==> config.mk <==
export PLATFORM = sky130hd
export DESIGN_NAME = pulse_width_remote_frame_sender_unit
export DESIGN_NICKNAME = d
export VERILOG_FILES = /design/src/rtl/core/pwrfs_pkg.sv /design/src/rtl/core/pwrfs_cfg_regs.sv /design/src/rtl/core/pwrfs_pulse_seq.sv /design/src/rtl/core/pulse_width_remote_frame_sender_unit.sv
export SDC_FILE = /design/constraint.sdc
export NUM_CORES = 1
export LEC_CHECK = 0
export BUFFER_PORTS_ARGS = -buffer_cell sky130_fd_sc_hd__buf_2
export CAP_MARGIN = 30
export CORE_MARGIN = 2
export CORE_UTILIZATION = 62
export CTS_CLUSTER_DIAMETER = 100
export DETAILED_ROUTE_END_ITERATION = 10
export PLACE_DENSITY = 0.93
export RECOVER_POWER = 50
export REMOVE_ABC_BUFFERS = 1
export SYNTH_ARGS = -nofsm -noshare
export SYNTH_HDL_FRONTEND = slang
export SYNTH_SLANG_ARGS = --single-unit
==> constraint.sdc <==
create_clock -name clk -period 7.4 [get_ports clk]
set_input_delay 0 -clock clk [delete_from_list [all_inputs] [get_ports clk]]
set_output_delay 0 -clock clk [all_outputs]
set_load 0.05 [all_outputs]
==> src/rtl/core/pwrfs_pkg.sv <==
// Shared types and constants of the pulse-width remote frame sender.
package pwrfs_pkg;

	// Width of the data portion of each burst (low bits of the code word).
	localparam int SENT_BITS = 51;
	localparam int IDX_W     = $clog2(SENT_BITS);
	localparam int CODE_W    = 52;

	localparam int IN_DATA_W  = 48;
	localparam int OUT_DATA_W = 88;
	localparam int CFG_IDX_W  = 3;
	localparam int CFG_DATA_W = 16;

	// Configuration register indexes
	localparam logic [CFG_IDX_W-1:0] REG_SHORT_TIME  = 3'd0;
	localparam logic [CFG_IDX_W-1:0] REG_LONG_TIME   = 3'd1;
	localparam logic [CFG_IDX_W-1:0] REG_TOL_TIME    = 3'd2;
	localparam logic [CFG_IDX_W-1:0] REG_GAP_TIME    = 3'd3;
	localparam logic [CFG_IDX_W-1:0] REG_BURST_TOTAL = 3'd4;
	localparam logic [CFG_IDX_W-1:0] REG_HDR_TOTAL   = 3'd5;

	// Input mode codes
	localparam logic MODE_LOAD  = 1'b0;
	localparam logic MODE_PULSE = 1'b1;

	typedef struct packed {
		logic [11:0] short_time;
		logic [11:0] long_time;
		logic [9:0]  tolerance_time;
		logic [15:0] gap_time;
		logic [2:0]  burst_total;
		logic [3:0]  header_pair_total;
	} cfg_t;

	typedef struct packed {
		logic [CODE_W-1:0] code_word;
		logic [15:0]       next_counter;
		logic              line_level;
		logic [15:0]       pulse_time;
		logic              frame_end;
		logic              idle_flag;
	} result_t;

endpackage

==> src/rtl/core/pwrfs_cfg_regs.sv <==
// Configuration register file of the pulse-width remote frame sender.
module pwrfs_cfg_regs (
	input  logic                             clk,
	input  logic                             arst_n,
	input  logic                             cfg_we,
	input  logic [pwrfs_pkg::CFG_IDX_W-1:0]  cfg_index,
	input  logic [pwrfs_pkg::CFG_DATA_W-1:0] cfg_data,
	output pwrfs_pkg::cfg_t                  cfg
);
	import pwrfs_pkg::*;

	cfg_t cfg_q;

	always_ff @(posedge clk or negedge arst_n) begin
		if (!arst_n) begin
			cfg_q.short_time        <= 12'd750;
			cfg_q.long_time         <= 12'd1100;
			cfg_q.tolerance_time    <= 10'd160;
			cfg_q.gap_time          <= 16'd15000;
			cfg_q.burst_total       <= 3'd3;
			cfg_q.header_pair_total <= 4'd4;
		end else if (cfg_we) begin
			case (cfg_index)
				REG_SHORT_TIME:  cfg_q.short_time        <= cfg_data[11:0];
				REG_LONG_TIME:   cfg_q.long_time         <= cfg_data[11:0];
				REG_TOL_TIME:    cfg_q.tolerance_time    <= cfg_data[9:0];
				REG_GAP_TIME:    cfg_q.gap_time          <= cfg_data;
				REG_BURST_TOTAL: cfg_q.burst_total       <= cfg_data[2:0];
				REG_HDR_TOTAL:   cfg_q.header_pair_total <= cfg_data[3:0];
				default: ;
			endcase
		end
	end

	assign cfg = cfg_q;

endmodule

==> src/rtl/core/pwrfs_pulse_seq.sv <==
// Frame packer and burst pulse sequencer: builds one result per transaction.
module pwrfs_pulse_seq (
	input  logic                 clk,
	input  logic                 arst_n,
	input  pwrfs_pkg::cfg_t      cfg,
	input  logic                 fire,
	input  logic                 mode,
	input  logic [27:0]          serial,
	input  logic [3:0]           button,
	input  logic [15:0]          counter,
	output pwrfs_pkg::result_t   res
);
	import pwrfs_pkg::*;

	localparam logic [2:0] SEG_HEADER = 3'd0;
	localparam logic [2:0] SEG_SYNC   = 3'd1;
	localparam logic [2:0] SEG_DATA   = 3'd2;
	localparam logic [2:0] SEG_STOP   = 3'd3;
	localparam logic [2:0] SEG_GAP    = 3'd4;

	logic [SENT_BITS-1:0] frame_bits_q, frame_bits_d;
	logic [1:0]           burst_q, burst_d;
	logic [2:0]           seg_q, seg_d;
	logic [IDX_W-1:0]     idx_q, idx_d;
	logic                 low_q, low_d;
	logic                 sending_q, sending_d;

	logic [3:0]  eff_hdr;
	logic [2:0]  eff_bursts;
	logic [2:0]  seg_v;
	logic [IDX_W-1:0] idx_v;
	logic        low_v;
	logic [IDX_W-1:0] idx_inc;
	logic [2:0]  burst_inc;
	logic [15:0] nctr;
	logic [CODE_W-1:0] code;
	logic [63:0] code_ext;

	assign eff_hdr    = (cfg.header_pair_total > 4'd8) ? 4'd8 : cfg.header_pair_total;
	assign eff_bursts = (cfg.burst_total == 3'd0) ? 3'd1 :
	                    (cfg.burst_total > 3'd4) ? 3'd4 : cfg.burst_total;

	assign nctr     = counter + 16'd1;
	assign code     = {serial, button, ~button, nctr};
	assign code_ext = 64'(code);

	always_comb begin
		frame_bits_d = frame_bits_q;
		burst_d      = burst_q;
		seg_d        = seg_q;
		idx_d        = idx_q;
		low_d        = low_q;
		sending_d    = sending_q;
		res          = '0;
		seg_v        = seg_q;
		idx_v        = idx_q;
		low_v        = low_q;
		idx_inc      = idx_q + IDX_W'(1);
		burst_inc    = 3'(burst_q) + 3'd1;

		if (mode == MODE_LOAD) begin
			res.code_word    = code;
			res.next_counter = nctr;
			frame_bits_d     = code_ext[SENT_BITS-1:0];
			burst_d          = 2'd0;
			sending_d        = 1'b1;
			seg_d            = SEG_HEADER;
			idx_d            = '0;
			low_d            = 1'b0;
		end else if (!sending_q) begin
			res.idle_flag = 1'b1;
		end else begin
			// A lowered header count skips the rest of the header
			if (seg_q == SEG_HEADER && idx_q >= IDX_W'(eff_hdr)) begin
				seg_v = SEG_SYNC;
				idx_v = '0;
				low_v = 1'b0;
			end
			idx_inc = idx_v + IDX_W'(1);
			seg_d   = seg_v;
			idx_d   = idx_v;
			low_d   = ~low_v;
			case (seg_v)
				SEG_HEADER: begin
					res.line_level = ~low_v;
					res.pulse_time = {3'b000, cfg.short_time, 1'b0};
					if (low_v) begin
						if (idx_inc >= IDX_W'(eff_hdr)) begin
							seg_d = SEG_SYNC;
							idx_d = '0;
						end else begin
							idx_d = idx_inc;
						end
					end
				end
				SEG_SYNC: begin
					res.line_level = ~low_v;
					res.pulse_time = 16'(cfg.short_time);
					if (low_v) begin
						seg_d = SEG_DATA;
						idx_d = IDX_W'(SENT_BITS - 1);
					end
				end
				SEG_DATA: begin
					res.line_level = ~low_v;
					res.pulse_time = frame_bits_q[idx_v] ? 16'(cfg.long_time)
					                                     : 16'(cfg.short_time);
					if (low_v) begin
						if (idx_v == '0) seg_d = SEG_STOP;
						else idx_d = idx_v - IDX_W'(1);
					end
				end
				SEG_STOP: begin
					res.line_level = 1'b1;
					res.pulse_time = 16'(cfg.long_time) + 16'({cfg.tolerance_time, 1'b0});
					seg_d = SEG_GAP;
					low_d = 1'b0;
				end
				default: begin
					res.line_level = 1'b0;
					res.pulse_time = cfg.gap_time;
					burst_d        = burst_inc[1:0];
					if (burst_inc >= eff_bursts) begin
						res.frame_end = 1'b1;
						sending_d     = 1'b0;
						burst_d       = 2'd0;
					end
					seg_d = SEG_HEADER;
					idx_d = '0;
					low_d = 1'b0;
				end
			endcase
		end
	end

	always_ff @(posedge clk or negedge arst_n) begin
		if (!arst_n) begin
			frame_bits_q <= '0;
			burst_q      <= 2'd0;
			seg_q        <= SEG_HEADER;
			idx_q        <= '0;
			low_q        <= 1'b0;
			sending_q    <= 1'b0;
		end else if (fire) begin
			frame_bits_q <= frame_bits_d;
			burst_q      <= burst_d;
			seg_q        <= seg_d;
			idx_q        <= idx_d;
			low_q        <= low_d;
			sending_q    <= sending_d;
		end
	end

	a_load_arms: assert property (@(posedge clk) disable iff (!arst_n)
		fire && mode == MODE_LOAD |=> sending_q && seg_q == SEG_HEADER && burst_q == 2'd0
		&& idx_q == '0 && !low_q)
		else $error("load did not arm the frame from its first header pulse");

	a_end_idles: assert property (@(posedge clk) disable iff (!arst_n)
		fire && res.frame_end |=> !sending_q)
		else $error("sender still active after frame end");

	a_idle_req: assert property (@(posedge clk) disable iff (!arst_n)
		fire && mode == MODE_PULSE && !sending_q |-> res.idle_flag && res.pulse_time == 16'd0)
		else $error("request while idle not flagged");

	a_data_idx: assert property (@(posedge clk) disable iff (!arst_n)
		seg_q == SEG_DATA |-> idx_q <= IDX_W'(SENT_BITS - 1))
		else $error("data bit index out of range");

endmodule

==> src/rtl/core/pulse_width_remote_frame_sender_unit.sv <==
// Top level of the pulse-width remote frame sender.
//
// Input stream (s_*): one transaction per item. s_tuser is the mode: 0 loads
// a frame from serial, button and counter; 1 requests the next pulse.
// Output stream (m_*): one result transaction for every input transaction,
// in order. Load results carry the code word and the incremented counter;
// pulse results carry line level and duration. m_tlast marks the final gap
// of the final burst, m_tuser flags a pulse request made while idle.
// Configuration: cfg_we writes cfg_data into the register at cfg_index;
// write only while no transaction is in flight.
// Path from input transaction to result: an input register, then the single-pass
// sequencer stage into the result register. Throughput is one item per cycle
// while the receiver does not stall, set by that one sequencer stage.
// Reset clears both stages and arms no frame; registers return to defaults.
// When the receiver stalls, the result register holds, the input register
// holds its item, and s_tready drops once both are full.
module pulse_width_remote_frame_sender_unit (
	input  logic                               clk,
	input  logic                               arst_n,
	input  logic                               s_tvalid,
	output logic                               s_tready,
	input  logic [pwrfs_pkg::IN_DATA_W-1:0]    s_tdata,  // serial, button, counter
	input  logic                               s_tuser,  // mode
	output logic                               m_tvalid,
	input  logic                               m_tready,
	output logic [pwrfs_pkg::OUT_DATA_W-1:0]   m_tdata,  // code_word, next_counter,
	                                                     // line_level, pulse_time
	output logic                               m_tuser,  // idle_flag
	output logic                               m_tlast,  // frame_end
	input  logic                               cfg_we,
	input  logic [pwrfs_pkg::CFG_IDX_W-1:0]    cfg_index,
	input  logic [pwrfs_pkg::CFG_DATA_W-1:0]   cfg_data
);
	import pwrfs_pkg::*;

	cfg_t    cfg;
	result_t res;
	result_t result_s2;

	logic        valid_s1, valid_s2;
	logic        mode_s1;
	logic [27:0] serial_s1;
	logic [3:0]  button_s1;
	logic [15:0] counter_s1;
	logic        advance;
	logic        fire;

	assign advance  = !valid_s2 || m_tready;
	assign fire     = valid_s1 && advance;
	assign s_tready = !valid_s1 || advance;

	pwrfs_cfg_regs u_cfg (
		.clk       (clk),
		.arst_n    (arst_n),
		.cfg_we    (cfg_we),
		.cfg_index (cfg_index),
		.cfg_data  (cfg_data),
		.cfg       (cfg)
	);

	pwrfs_pulse_seq u_seq (
		.clk     (clk),
		.arst_n  (arst_n),
		.cfg     (cfg),
		.fire    (fire),
		.mode    (mode_s1),
		.serial  (serial_s1),
		.button  (button_s1),
		.counter (counter_s1),
		.res     (res)
	);

	always_ff @(posedge clk or negedge arst_n) begin
		if (!arst_n) begin
			valid_s1 <= 1'b0;
			valid_s2 <= 1'b0;
		end else begin
			if (s_tready) valid_s1 <= s_tvalid;
			if (advance)  valid_s2 <= valid_s1;
		end
	end

	always_ff @(posedge clk) begin
		if (s_tready && s_tvalid) begin
			mode_s1    <= s_tuser;
			serial_s1  <= s_tdata[27:0];
			button_s1  <= s_tdata[31:28];
			counter_s1 <= s_tdata[47:32];
		end
		if (fire) result_s2 <= res;
	end

	assign m_tvalid = valid_s2;
	assign m_tdata  = {3'b000, result_s2.pulse_time, result_s2.line_level,
	                   result_s2.next_counter, result_s2.code_word};
	assign m_tuser  = result_s2.idle_flag;
	assign m_tlast  = result_s2.frame_end;

	a_hold_s1: assert property (@(posedge clk) disable iff (!arst_n)
		valid_s1 && !advance |=> valid_s1 && $stable(mode_s1) && $stable(counter_s1))
		else $error("stalled input item lost");

	a_fill_s2: assert property (@(posedge clk) disable iff (!arst_n)
		fire |=> valid_s2)
		else $error("sequenced item not presented");

	a_no_ready_full: assert property (@(posedge clk) disable iff (!arst_n)
		valid_s1 && valid_s2 && !m_tready |-> !s_tready)
		else $error("input accepted with both stages full and stalled");

endmodule

==> results of run 1 <==
-- cell families after synthesis --
logic type	Yosys count
multiplexers	113
buffers and inverters	88
AO/OA/AOI/OAI	210
other	1
flip-flops	243
XOR/XNOR	26
adder cells (fa/ha/maj)	25
AND/OR/NAND/NOR	239
-- area by class of cell --
cell class	instances	area [um2]	area share [%]
flip-flops and latches	243	6710	48.2
well taps	234	293	2.10
clock inverters	6	40.0	0.288
inverters	20	76.3	0.548
repair buffers	247	1520	10.9
multi-input cells	616	4570	32.8
clock buffers	38	713	5.12
-- power groups by stage --
stage	clock [mW]	sequential (mW)	combinational, mW
floorplan	0	2.04	1.08
global placement	0	1.88	1.66
detailed placement	0	1.90	1.70
CTS	1.17	1.88	1.74
global route	1.23	1.91	1.90
finish	1.17	1.89	1.77
-- critical path, stage by stage (launching register included) --
cell      delay, ns
dfrtp_1        0.83
ha_1           0.35
o211ai_1       0.39
o21a_1         0.43
nor2_2         0.11
nor2_4         0.10
ha_1           0.24
xnor2_1        0.15
ha_1           0.25
o21ai_0        0.15
a21oi_1        0.10
nor4bb_1       0.41
o211ai_1       0.13
a22oi_1        0.24
-- worst paths after layout --
kind	depth (start not counted)	slack [ns]	from	to
setup / recovery	13	3.42	u_seq.idx_q[1]	u_seq.idx_q[3]
hold reg to reg	1	0.50	valid_s1	m_tvalid
hold / removal	5	0.03	cfg_index[0]	u_cfg.cfg[4]
setup reg to reg	13	3.42	u_seq.idx_q[1]	u_seq.idx_q[3]
max in group asynchronous	3	3.68	arst_n	u_cfg.cfg[6]
min in group asynchronous	2	0.52	arst_n	u_cfg.cfg[21]
-- metal layers --
| metal | vias up | GRT usage, % |
|---|---|---|
| met5 | - | 0 |
| met4 | 0 | 11.3 |
| met3 | 113 | 4.96 |
| met2 | 518 | 52.0 |
| met1 | 4200 | 38.3 |
| li1 | 3893 | - |
-- cells in the mapped netlist (18+ instances only) --
master and count:
o21ai_0 34, edfxtp_1 120, nor2b_1 39, clkbuf_1 33
buf_4 20, nor2_1 58, mux2_2 88, ha_1 24
a21oi_1 56, dfstp_2 23, xnor2_1 18, o211ai_1 32
nand2_1 57, nor3_1 20, dfrtp_1 100
-- registers in the layout, indices dropped and copies added, names as in the netlist --
name and count:
button_s1 4, counter_s1 16, m_tdata 69, m_tlast 1
m_tuser 1, m_tvalid 1, mode_s1 1, serial_s1 28
u_cfg.cfg 57, u_seq.burst_q 2, u_seq.frame_bits_q 51, u_seq.idx_q 6
u_seq.low_q 1, u_seq.seg_q 3, u_seq.sending_q 1, valid_s1 1
-- timing repair --
item,4_1_cts,5_1_grt
setup endpoints to repair,0,0
hold buffers,72,0
gates resized for setup,0,0
endpoints found under the hold margin,169,0
==> results.py, run 1 <==
metrics = {
    "outcome": {
        "outcome": "finished with violations",
        "violations": "max-capacitance violations, max-slew violations",
    },
    "clock_tree": {
        "cts_tree": "done",
        "clk_path_buf_depth": 3,
        "clk_pin_slew_ns": 0.07,
        "cts.sinks": 243,
        "postCtsSetupBuffers": 0,
        "cts_max_level": 1,
        "clock_latency_ns": 0.53,
        "cts-root-buf": "clkbuf_16",
        "cts_buffers": 24,
    },
    "logic_synthesis": {
        "synth_adder_area_share_pct": 2.74,
        "yosys_warnings": 0,
        "synth.area.top_cells": "edfxtp_1, dfrtp_1, mux2_2",
        "synth_xor_area_share_pct": 1.95,
        "synth_top_area_cell": "edfxtp_1",
        "synth-edff-count": 120,
        "synth_simple_gate_area_share_pct": 10.3,
        "synth-compound-area-share_pct": 12.5,
        "synthArstFlopShare_pct": 50.6,
        "ys_types": 78,
        "synth_top_area_share_pct": 30.8,
        "synthMuxAreaShare_pct": 11.4,
        "ys_seq_area_share_pct": 57.4,
        "synth_ff_type": "edfxtp_1",
        "netlist_instances": 945,
        "synthesis.area_um2": 11700,
        "synth_top_family_by_area": "compound AO/OA/AOI/OAI gates",
        "avgSynthCellArea_um2": 12.4,
        "ys_ff_latch": 243,
    },
    "routing": {
        "drtIter0Drc": 1017,
        "vias": 8724,
        "wl_met1_um": 11400,
        "drt-pass1-iter-count": 7,
        "wl_met3_um": 2430,
        "highest_layer": "met4",
        "drc_errors": 0,
        "wirelength_um": 30000,
        "vias_per_cell": 6.21,
        "avgRoutedWirePerCell_um": 21.4,
        "drtAntennaViolNets": 0,
        "met2_length_um": 15000,
    },
    "power_and_ir_drop": {
        "p_sw_mw": 1.84,
        "p_per_area_nw_per_um2": 348,
        "power_mw": 4.84,
        "switching_share_pct": 38.0,
        "power_frac_seq_pct": 39.1,
        "p_int_mw": 3.00,
        "clockPowerShare_pct": 24.2,
        "combPwrFrac_pct": 36.7,
        "p_leak_nw": 5.40,
        "peakVddDrop_uv": 240,
    },
    "floorplanning": {
        "pin_count": 165,
        "die_x_um": 141,
        "fp-row-count": 50,
        "core_um2": 18600,
        "start_util_pct": 62.9,
        "die_h_um": 141,
        "dieArea_um2": 20000,
    },
    "timing": {
        "worst_slack_ns": 3.42,
        "slew_violations": 128,
        "worstMarginPinSlew_ns": 2.57,
        "slew_headroom_pct": -71.2,
        "finalHoldViolations": 0,
        "rsz0062_at_grt": "no",
        "fin_skew_ns": 0.0162,
        "fin_tns_setup_ns": 0,
        "period_minus_slack_ns": 3.98,
        "fin_crit_sh_pct": 53.8,
        "hold-worst-slack_ns": 0.0254,
        "fmax_mhz": 251,
        "setup_viol": 0,
    },
    "worst_setup_path": {
        "cp_max_fo": 19,
        "cp-end-kind": "flop",
        "startpoint_type": "flop",
        "cp.arrival_ns": 4.41,
        "required_ns": 7.83,
        "critPathKind": "reg2reg",
    },
    "hold_path": {
        "worst_hold_path_type": "in2reg",
    },
    "cells_and_area": {
        "final_common_cell": "edfxtp_1",
        "layout_common_cells": "edfxtp_1, clkbuf_1, dfrtp_1",
        "nets": 1250,
        "diodes": 0,
        "layoutNonFillerInstCount": 1404,
        "area_growth_syn_to_layout_pct": 19.0,
        "drive_above_1_share_pct": 22.0,
        "fin_area_um2": 13900,
        "n_fill_cell": 1178,
        "fin_util_pct": 74.9,
    },
    "place": {
        "placed_cell_area_um2": 12600,
        "hpwl_um": 19000,
        "portBuffers": 161,
        "place.gp.congestion": 0.907,
        "place_inst": 1287,
        "dp_slack_ns": 3.52,
    },
    "flow_run": {
        "drv_cap": 3,
    },
    "global_route": {
        "grt_pass1_vias": 8839,
        "grt.total_usage_pct": 30.0,
        "grt_start_max_net_pins": 79,
        "grt-ovfl-total": 0,
        "grt_antenna_before_repair": 0,
        "grt_pass1_wl_um": 47000,
    },
}
No activity file was read; power rests on OpenSTA's default activity.
==> run 2: changes to the inputs <==
--- a/config.mk
+++ b/config.mk
@@ -5,13 +5,14 @@
 export SDC_FILE = /design/constraint.sdc
 export NUM_CORES = 1
 export LEC_CHECK = 0
+export ABC_AREA = 1
 export BUFFER_PORTS_ARGS = -buffer_cell sky130_fd_sc_hd__buf_2
 export CAP_MARGIN = 30
 export CORE_MARGIN = 2
-export CORE_UTILIZATION = 62
+export CORE_UTILIZATION = 58
 export CTS_CLUSTER_DIAMETER = 100
 export DETAILED_ROUTE_END_ITERATION = 10
-export PLACE_DENSITY = 0.93
+export PLACE_DENSITY = 0.89
 export RECOVER_POWER = 50
 export REMOVE_ABC_BUFFERS = 1
 export SYNTH_ARGS = -nofsm -noshare
==> constraint.sdc (replaced) <==
create_clock -name clk -period 4 [get_ports clk]
set_input_delay 0 -clock clk [delete_from_list [all_inputs] [get_ports clk]]
set_output_delay 0 -clock clk [all_outputs]
set_load 0.05 [all_outputs]
==> run 2 against run 1 <==
  * The flow still finishes with violations (max-capacitance violations, max-slew violations)
  * Largest power group is now combinational logic
  * Total power increased by 99%
  * Sequential share of layout area rose by 0.19 points
  * Combinational power rose by 110%
  * Register-to-register slack got worse by 3.1 ns
  * Critical path depth grew 7
  * Clock skew shrank 0.0069 ns
  * Largest cell class unchanged
  * Worst hold slack gained 0.17 ns
  * Maximum frequency is 9.2% higher
==> results.py, run 2 <==
metrics = {
    "worst_setup_path": {
        "crit_top_cell": "nand2_1",
        "r2r_cells": 20,
        "crit-reg2reg-capture": "m_tdata[72]",
        "slowest_stage": "dfstp_2",
        "crit_family": "simple AND/OR/NAND/NOR gates",
        "r2r_slack_ns": 0.36,
        "r2r-start": "u_cfg.cfg[2]",
        "cp.arrival_ns": 3.90,
        "worstPathCellList": "nand2_1 -> ha_1 -> nand2_1 -> nor2_1 -> nand2_1 -> nand2_1 -> nand2_4 -> nand2_2 -> nor2_1 -> nand3_1 -> nand2_1 -> nor2_1 -> nand2_1 -> nand3_1 -> nand2_1 -> nand2_1 -> nand2_1 -> nand2_1 -> nand3_1 -> a21oi_1",
        "required_ns": 4.25,
        "cp-end-kind": "flop",
        "critPathMaxStageDelay_ns": 0.53,
        "cp_max_fo": 24,
        "startpoint_type": "flop",
        "cp_num_buf_inv": 0,
        "critPathKind": "reg2reg",
    },
    "floorplanning": {
        "start_util_pct": 58.9,
        "die_h_um": 144,
        "die_x_um": 144,
        "dieArea_um2": 20900,
        "fp-row-count": 51,
        "core_um2": 19400,
        "pin_count": 165,
    },
    "timing": {
        "slew_headroom_pct": -54.5,
        "fmax_mhz": 275,
        "worstMarginPinSlew_ns": 2.32,
        "finalHoldViolations": 0,
        "fin_crit_sh_pct": 91.1,
        "fin_skew_ns": 0.00930,
        "slew_violations": 43,
        "period_minus_slack_ns": 3.64,
        "fin_tns_setup_ns": 0,
        "rsz0062_at_grt": "no",
        "setup_viol": 0,
    },
    "logic_synthesis": {
        "yosysMostFrequentCell": "nand2_1",
        "ys_types": 53,
        "ys_ff_latch": 243,
        "synth.area.top_cells": "edfxtp_1, dfrtp_1, nand2_1",
        "synth_top_area_cell": "edfxtp_1",
        "synth_top_area_share_pct": 31.5,
        "synth_ff_type": "edfxtp_1",
        "yosys_warnings": 0,
        "synth-edff-count": 120,
        "synthesis.area_um2": 11400,
        "netlist_instances": 1217,
        "ys_top_cells_by_count": "nand2_1, inv_1, o21ai_0",
        "synthArstFlopShare_pct": 50.6,
        "avgSynthCellArea_um2": 9.39,
        "ys_seq_area_share_pct": 58.7,
    },
    "cells_and_area": {
        "drive_above_1_share_pct": 11.4,
        "layoutNonFillerInstCount": 1716,
        "fin_util_pct": 71.5,
        "area_growth_syn_to_layout_pct": 21.3,
        "nets": 1531,
        "diodes": 0,
        "layout_common_cells": "nand2_1, inv_1, o21ai_0",
        "largest_register_ffs": 69,
        "final_common_cell": "nand2_1",
    },
    "routing": {
        "drc_errors": 0,
        "vias": 9540,
        "wirelength_um": 29800,
        "vias_per_cell": 5.56,
        "drtAntennaViolNets": 0,
        "avgRoutedWirePerCell_um": 17.4,
        "drt-pass1-iter-count": 6,
        "drtIter0Drc": 866,
    },
    "flow_run": {
        "drv_cap": 1,
    },
    "outcome": {
        "outcome": "finished with violations",
        "violations": "max-capacitance violations, max-slew violations",
    },
    "clock_tree": {
        "holdBufCountCts": 74,
        "cts.sinks": 243,
        "cts_buffers": 25,
        "cts_resized": 0,
        "postCtsSetupBuffers": 0,
        "cts-root-buf": "clkbuf_16",
        "cts_max_level": 1,
        "cts_tree": "done",
        "clock_latency_ns": 0.51,
        "clk_pin_slew_ns": 0.06,
        "clk_path_buf_depth": 3,
    },
    "place": {
        "place_inst": 1597,
        "portBuffers": 161,
        "hpwl_um": 18700,
        "place.gp.congestion": 0.949,
    },
    "power_and_ir_drop": {
        "peakVddDrop_uv": 594,
        "p_per_area_nw_per_um2": 695,
        "p_leak_nw": 6.29,
    },
    "global_route": {
        "grt-ovfl-total": 0,
        "grt.total_usage_pct": 29.0,
        "grt_antenna_before_repair": 0,
        "grt_pass1_wl_um": 47100,
        "grt_start_max_net_pins": 58,
        "grt_pass1_vias": 9416,
    },
    "hold_path": {
        "hp-start": "s_tdata[37]",
        "worst_hold_path_type": "in2reg",
        "whs_path_depth": 2,
        "holdPathEnd": "counter_s1[5]",
    },
}
run 2: metrics by stage:
step / instance area (um2) / worst slack, ns / hold slack [ns] / power (mW)
floorplan: 11100 / 0.542 / -0.296 / 6.03
global placement: 12400 / 0.518 / 0.00665 / 7.02
detailed placement: 12400 / 0.488 / 0.0198 / 7.12
CTS: 14000 / 0.462 / 0.0315 / 9.61
global route: 13900 / 0.0249 / 0.188 / 10.2
finish: 13900 / 0.358 / 0.198 / 9.64
run 2: logic make-up (layout without fill, tap and decap cells):
kind of cell	Yosys count	count (layout)	synth area share (%)
other cells	1	3	0.0328
fa+ha+maj	25	25	2.80
mux	4	4	0.394
flops	243	243	58.7
xor+xnor	21	21	1.61
compound gates	227	227	10.8
simple gates	463	463	17.1
buf+inv	233	465	8.57
run 2: report_power, final:
| part | switching, mW | total [mW] | internal (mW) | leakage, nW |
|---|---|---|---|---|
| logic | 2.69 | 3.75 | 1.05 | 3.21 |
| clock network | 0.937 | 2.41 | 1.47 | 0.417 |
| registers | 0.273 | 3.48 | 3.21 | 2.67 |
run 2: per-layer routing:
layer	global-route usage, %	routed length (um)	part of all wire, %
met2	48.9	14700	49
met5	0	0	0
met1	38.1	12100	40
met4	10.4	884	3.0
met3	4.93	2190	7.3
run 2: layout make-up:
type | count | area (um2)
Sequential cell | 243 | 6710
Timing Repair Buffer | 250 | 1570
Inverter | 170 | 638
Clock inverter | 6 | 108
Tap cell | 265 | 332
Fill cell | 1425 | 5530
Multi-Input combinational cell | 743 | 3760
Clock buffer | 39 | 748
run 2: worst max-delay path by stage:
stage / cells past startpoint / slack, ns / endpoint / startpoint
2_1_floorplan: 4 / 0.54 / u_seq.frame_bits_q[16] / mode_s1
3_3_place_gp: 19 / 0.52 / u_seq.seg_q[0] / u_cfg.cfg[2]
3_5_place_dp: 19 / 0.49 / u_seq.seg_q[0] / u_cfg.cfg[2]
4_1_cts: 19 / 0.46 / u_seq.seg_q[0] / u_cfg.cfg[2]
5_1_grt: 19 / 0.02 / u_seq.seg_q[0] / u_cfg.cfg[2]
6_report: 20 / 0.36 / m_tdata[72] / u_cfg.cfg[2]
==> run 3: changes to the inputs <==
--- a/config.mk
+++ b/config.mk
@@ -9,10 +9,10 @@
 export BUFFER_PORTS_ARGS = -buffer_cell sky130_fd_sc_hd__buf_2
 export CAP_MARGIN = 30
 export CORE_MARGIN = 2
-export CORE_UTILIZATION = 58
+export CORE_UTILIZATION = 50
 export CTS_CLUSTER_DIAMETER = 100
 export DETAILED_ROUTE_END_ITERATION = 10
-export PLACE_DENSITY = 0.89
+export PLACE_DENSITY = 0.79
 export RECOVER_POWER = 50
 export REMOVE_ABC_BUFFERS = 1
 export SYNTH_ARGS = -nofsm -noshare
==> run 3 against run 2 <==
  * Via count down 4.0%
  * Die area rose by 16%
  * Final area rose by 1.1%
  * Critical path depth shrank 2
  * Global-route usage is 5.3 points lower
  * Total power grew 2.9%
  * Final cell count up 1.3%
  * Utilization is 9.4 points lower
  * Register-to-register slack about the same
  * The run still ends with max-capacitance violations, max-slew violations left
==> results.py, run 3 (synthesis gave the netlist of run 2 again) <==
metrics = {
    "floorplanning": {
        "dieArea_um2": 24100,
        "pin_count": 165,
        "core_um2": 22600,
        "start_util_pct": 50.7,
        "fp-row-count": 55,
        "die_h_um": 155,
        "die_x_um": 155,
    },
    "cells_and_area": {
        "fin_area_um2": 14000,
        "final_common_cell": "nand2_1",
        "nets": 1533,
        "largest_register_ffs": 69,
        "area_growth_syn_to_layout_pct": 22.6,
        "diodes": 0,
        "layout_common_cells": "nand2_1, inv_1, o21ai_0",
        "drive_above_1_share_pct": 12.0,
    },
    "worst_setup_path": {
        "cp.arrival_ns": 4.07,
        "slowest_stage": "dfrtp_1",
        "crit_top_cell": "nand2_1",
        "critPathMaxStageDelay_ns": 0.61,
        "startpoint_type": "flop",
        "cp_max_fo": 24,
        "required_ns": 4.42,
        "r2r_slack_ns": 0.35,
        "critPathKind": "reg2reg",
        "worstPathCellList": "ha_1 -> nand2_1 -> nand2_1 -> nand2_1 -> nand2_1 -> nand2_4 -> nand2_2 -> inv_2 -> ha_1 -> xor2_1 -> inv_1 -> ha_1 -> a21oi_1 -> nor3b_1 -> nand3_1 -> nand2_1 -> o21ai_0 -> a22o_1",
        "cp-end-kind": "flop",
    },
    "power_and_ir_drop": {
        "p_per_area_nw_per_um2": 708,
        "p_leak_nw": 6.34,
        "peakVddDrop_uv": 389,
    },
    "timing": {
        "fin_skew_ns": 0.0200,
        "worstMarginPinSlew_ns": 3.06,
        "fin_tns_setup_ns": 0,
        "fmax_mhz": 274,
        "finalHoldViolations": 0,
        "setup_viol": 0,
        "period_minus_slack_ns": 3.65,
        "rsz0062_at_grt": "no",
        "slew_headroom_pct": -104,
        "slew_violations": 98,
        "fin_crit_sh_pct": 91.2,
    },
    "global_route": {
        "grt_pass1_vias": 8847,
        "grt.total_usage_pct": 23.7,
        "grt_start_max_net_pins": 70,
        "grt_antenna_before_repair": 0,
        "grt-ovfl-total": 0,
        "grt_pass1_wl_um": 45700,
    },
    "clock_tree": {
        "cts_tree": "done",
        "clk_path_buf_depth": 3,
        "postCtsSetupBuffers": 0,
        "cts-root-buf": "clkbuf_16",
        "clk_pin_slew_ns": 0.07,
        "cts_buffers": 25,
        "cts.sinks": 243,
        "cts_max_level": 1,
        "clock_latency_ns": 0.54,
    },
    "routing": {
        "avgRoutedWirePerCell_um": 16.4,
        "vias": 9161,
        "drtIter0Drc": 763,
        "drt-pass1-iter-count": 5,
        "vias_per_cell": 5.27,
        "drtAntennaViolNets": 0,
        "drc_errors": 0,
        "wirelength_um": 28500,
    },
    "outcome": {
        "outcome": "finished with violations",
        "violations": "max-capacitance violations, max-slew violations",
    },
    "place": {
        "placed_cell_area_um2": 12400,
        "portBuffers": 161,
        "place.gp.congestion": 0.911,
        "hpwl_um": 18600,
    },
    "hold_path": {
        "worst_hold_path_type": "in2reg",
    },
    "flow_run": {
        "drv_cap": 2,
    },
}
-- run 3: stage by stage --
step	hold slack [ns]	cells	util [%]	worst slack, ns	total power [mW]
2_1_floorplan	-0.296	1156	-	0.542	6.03
3_3_place_gp	0.0817	1617	55.0	0.538	7.08
3_5_place_dp	0.0918	1618	55.1	0.451	7.16
4_1_cts	0.0888	1738	62.6	0.410	9.92
5_1_grt	0.170	1739	62.1	0.0186	10.5
6_report	0.164	1739	62.1	0.350	9.92
-- run 3: power by group --
group	internal [mW]	switching, mW	leakage (nW)
clock	1.68	1.01	0.463
combinational	1.09	2.66	3.21
sequential	3.21	0.276	2.67
-- run 3: area by class of cell --
type | count | area, um2
fillers | 1846 | 8550
flip-flops and latches | 243 | 6710
multi-input cells | 743 | 3770
repair buffers | 252 | 1590
clock buffers | 30 | 684
inverters | 170 | 638
well taps | 285 | 357
clock inverters | 16 | 280
-- run 3: path summary, 6_finish.rpt --
kind / to / startpoint / cells past startpoint
worst max register to register: u_seq.seg_q[0] / u_seq.idx_q[1] / 18
worst min-delay path: counter_s1[3] / s_tdata[35] / 2
min in group asynchronous: u_cfg.cfg[15] / arst_n / 2
worst max-delay path: u_seq.seg_q[0] / u_seq.idx_q[1] / 18
worst min register to register: u_cfg.cfg[13] / u_cfg.cfg[13] / 2
max in group asynchronous: u_seq.frame_bits_q[1] / arst_n / 2
-- run 3: layer usage --
layer | global-route usage, % | wire length (um) | vias up
met3 | 3.59 | 1890 | 53
met5 | 0 | 0 | -
met1 | 33.4 | 12700 | 4337
met2 | 38.2 | 13300 | 338
li1 | - | - | 4433
met4 | 7.30 | 699 | 0
-- run 3: critical path, delay by kind of cell, from the launching register on --
family	cells	cell delay [ns]
adders and majority gates	3	0.69
DFF	1	0.61
xor gates and xnor gates	1	0.18
buffers and inverters	2	0.27
AOI/OAI and AO/OA	3	0.40
and+or+nand+nor	9	1.38
-- run 3: what timing repair did --
action	4_1_cts	5_1_grt
hold buffers	74	0
setup endpoints to repair	0	1
hold endpoints to repair	162	0
resized for setup	0	1
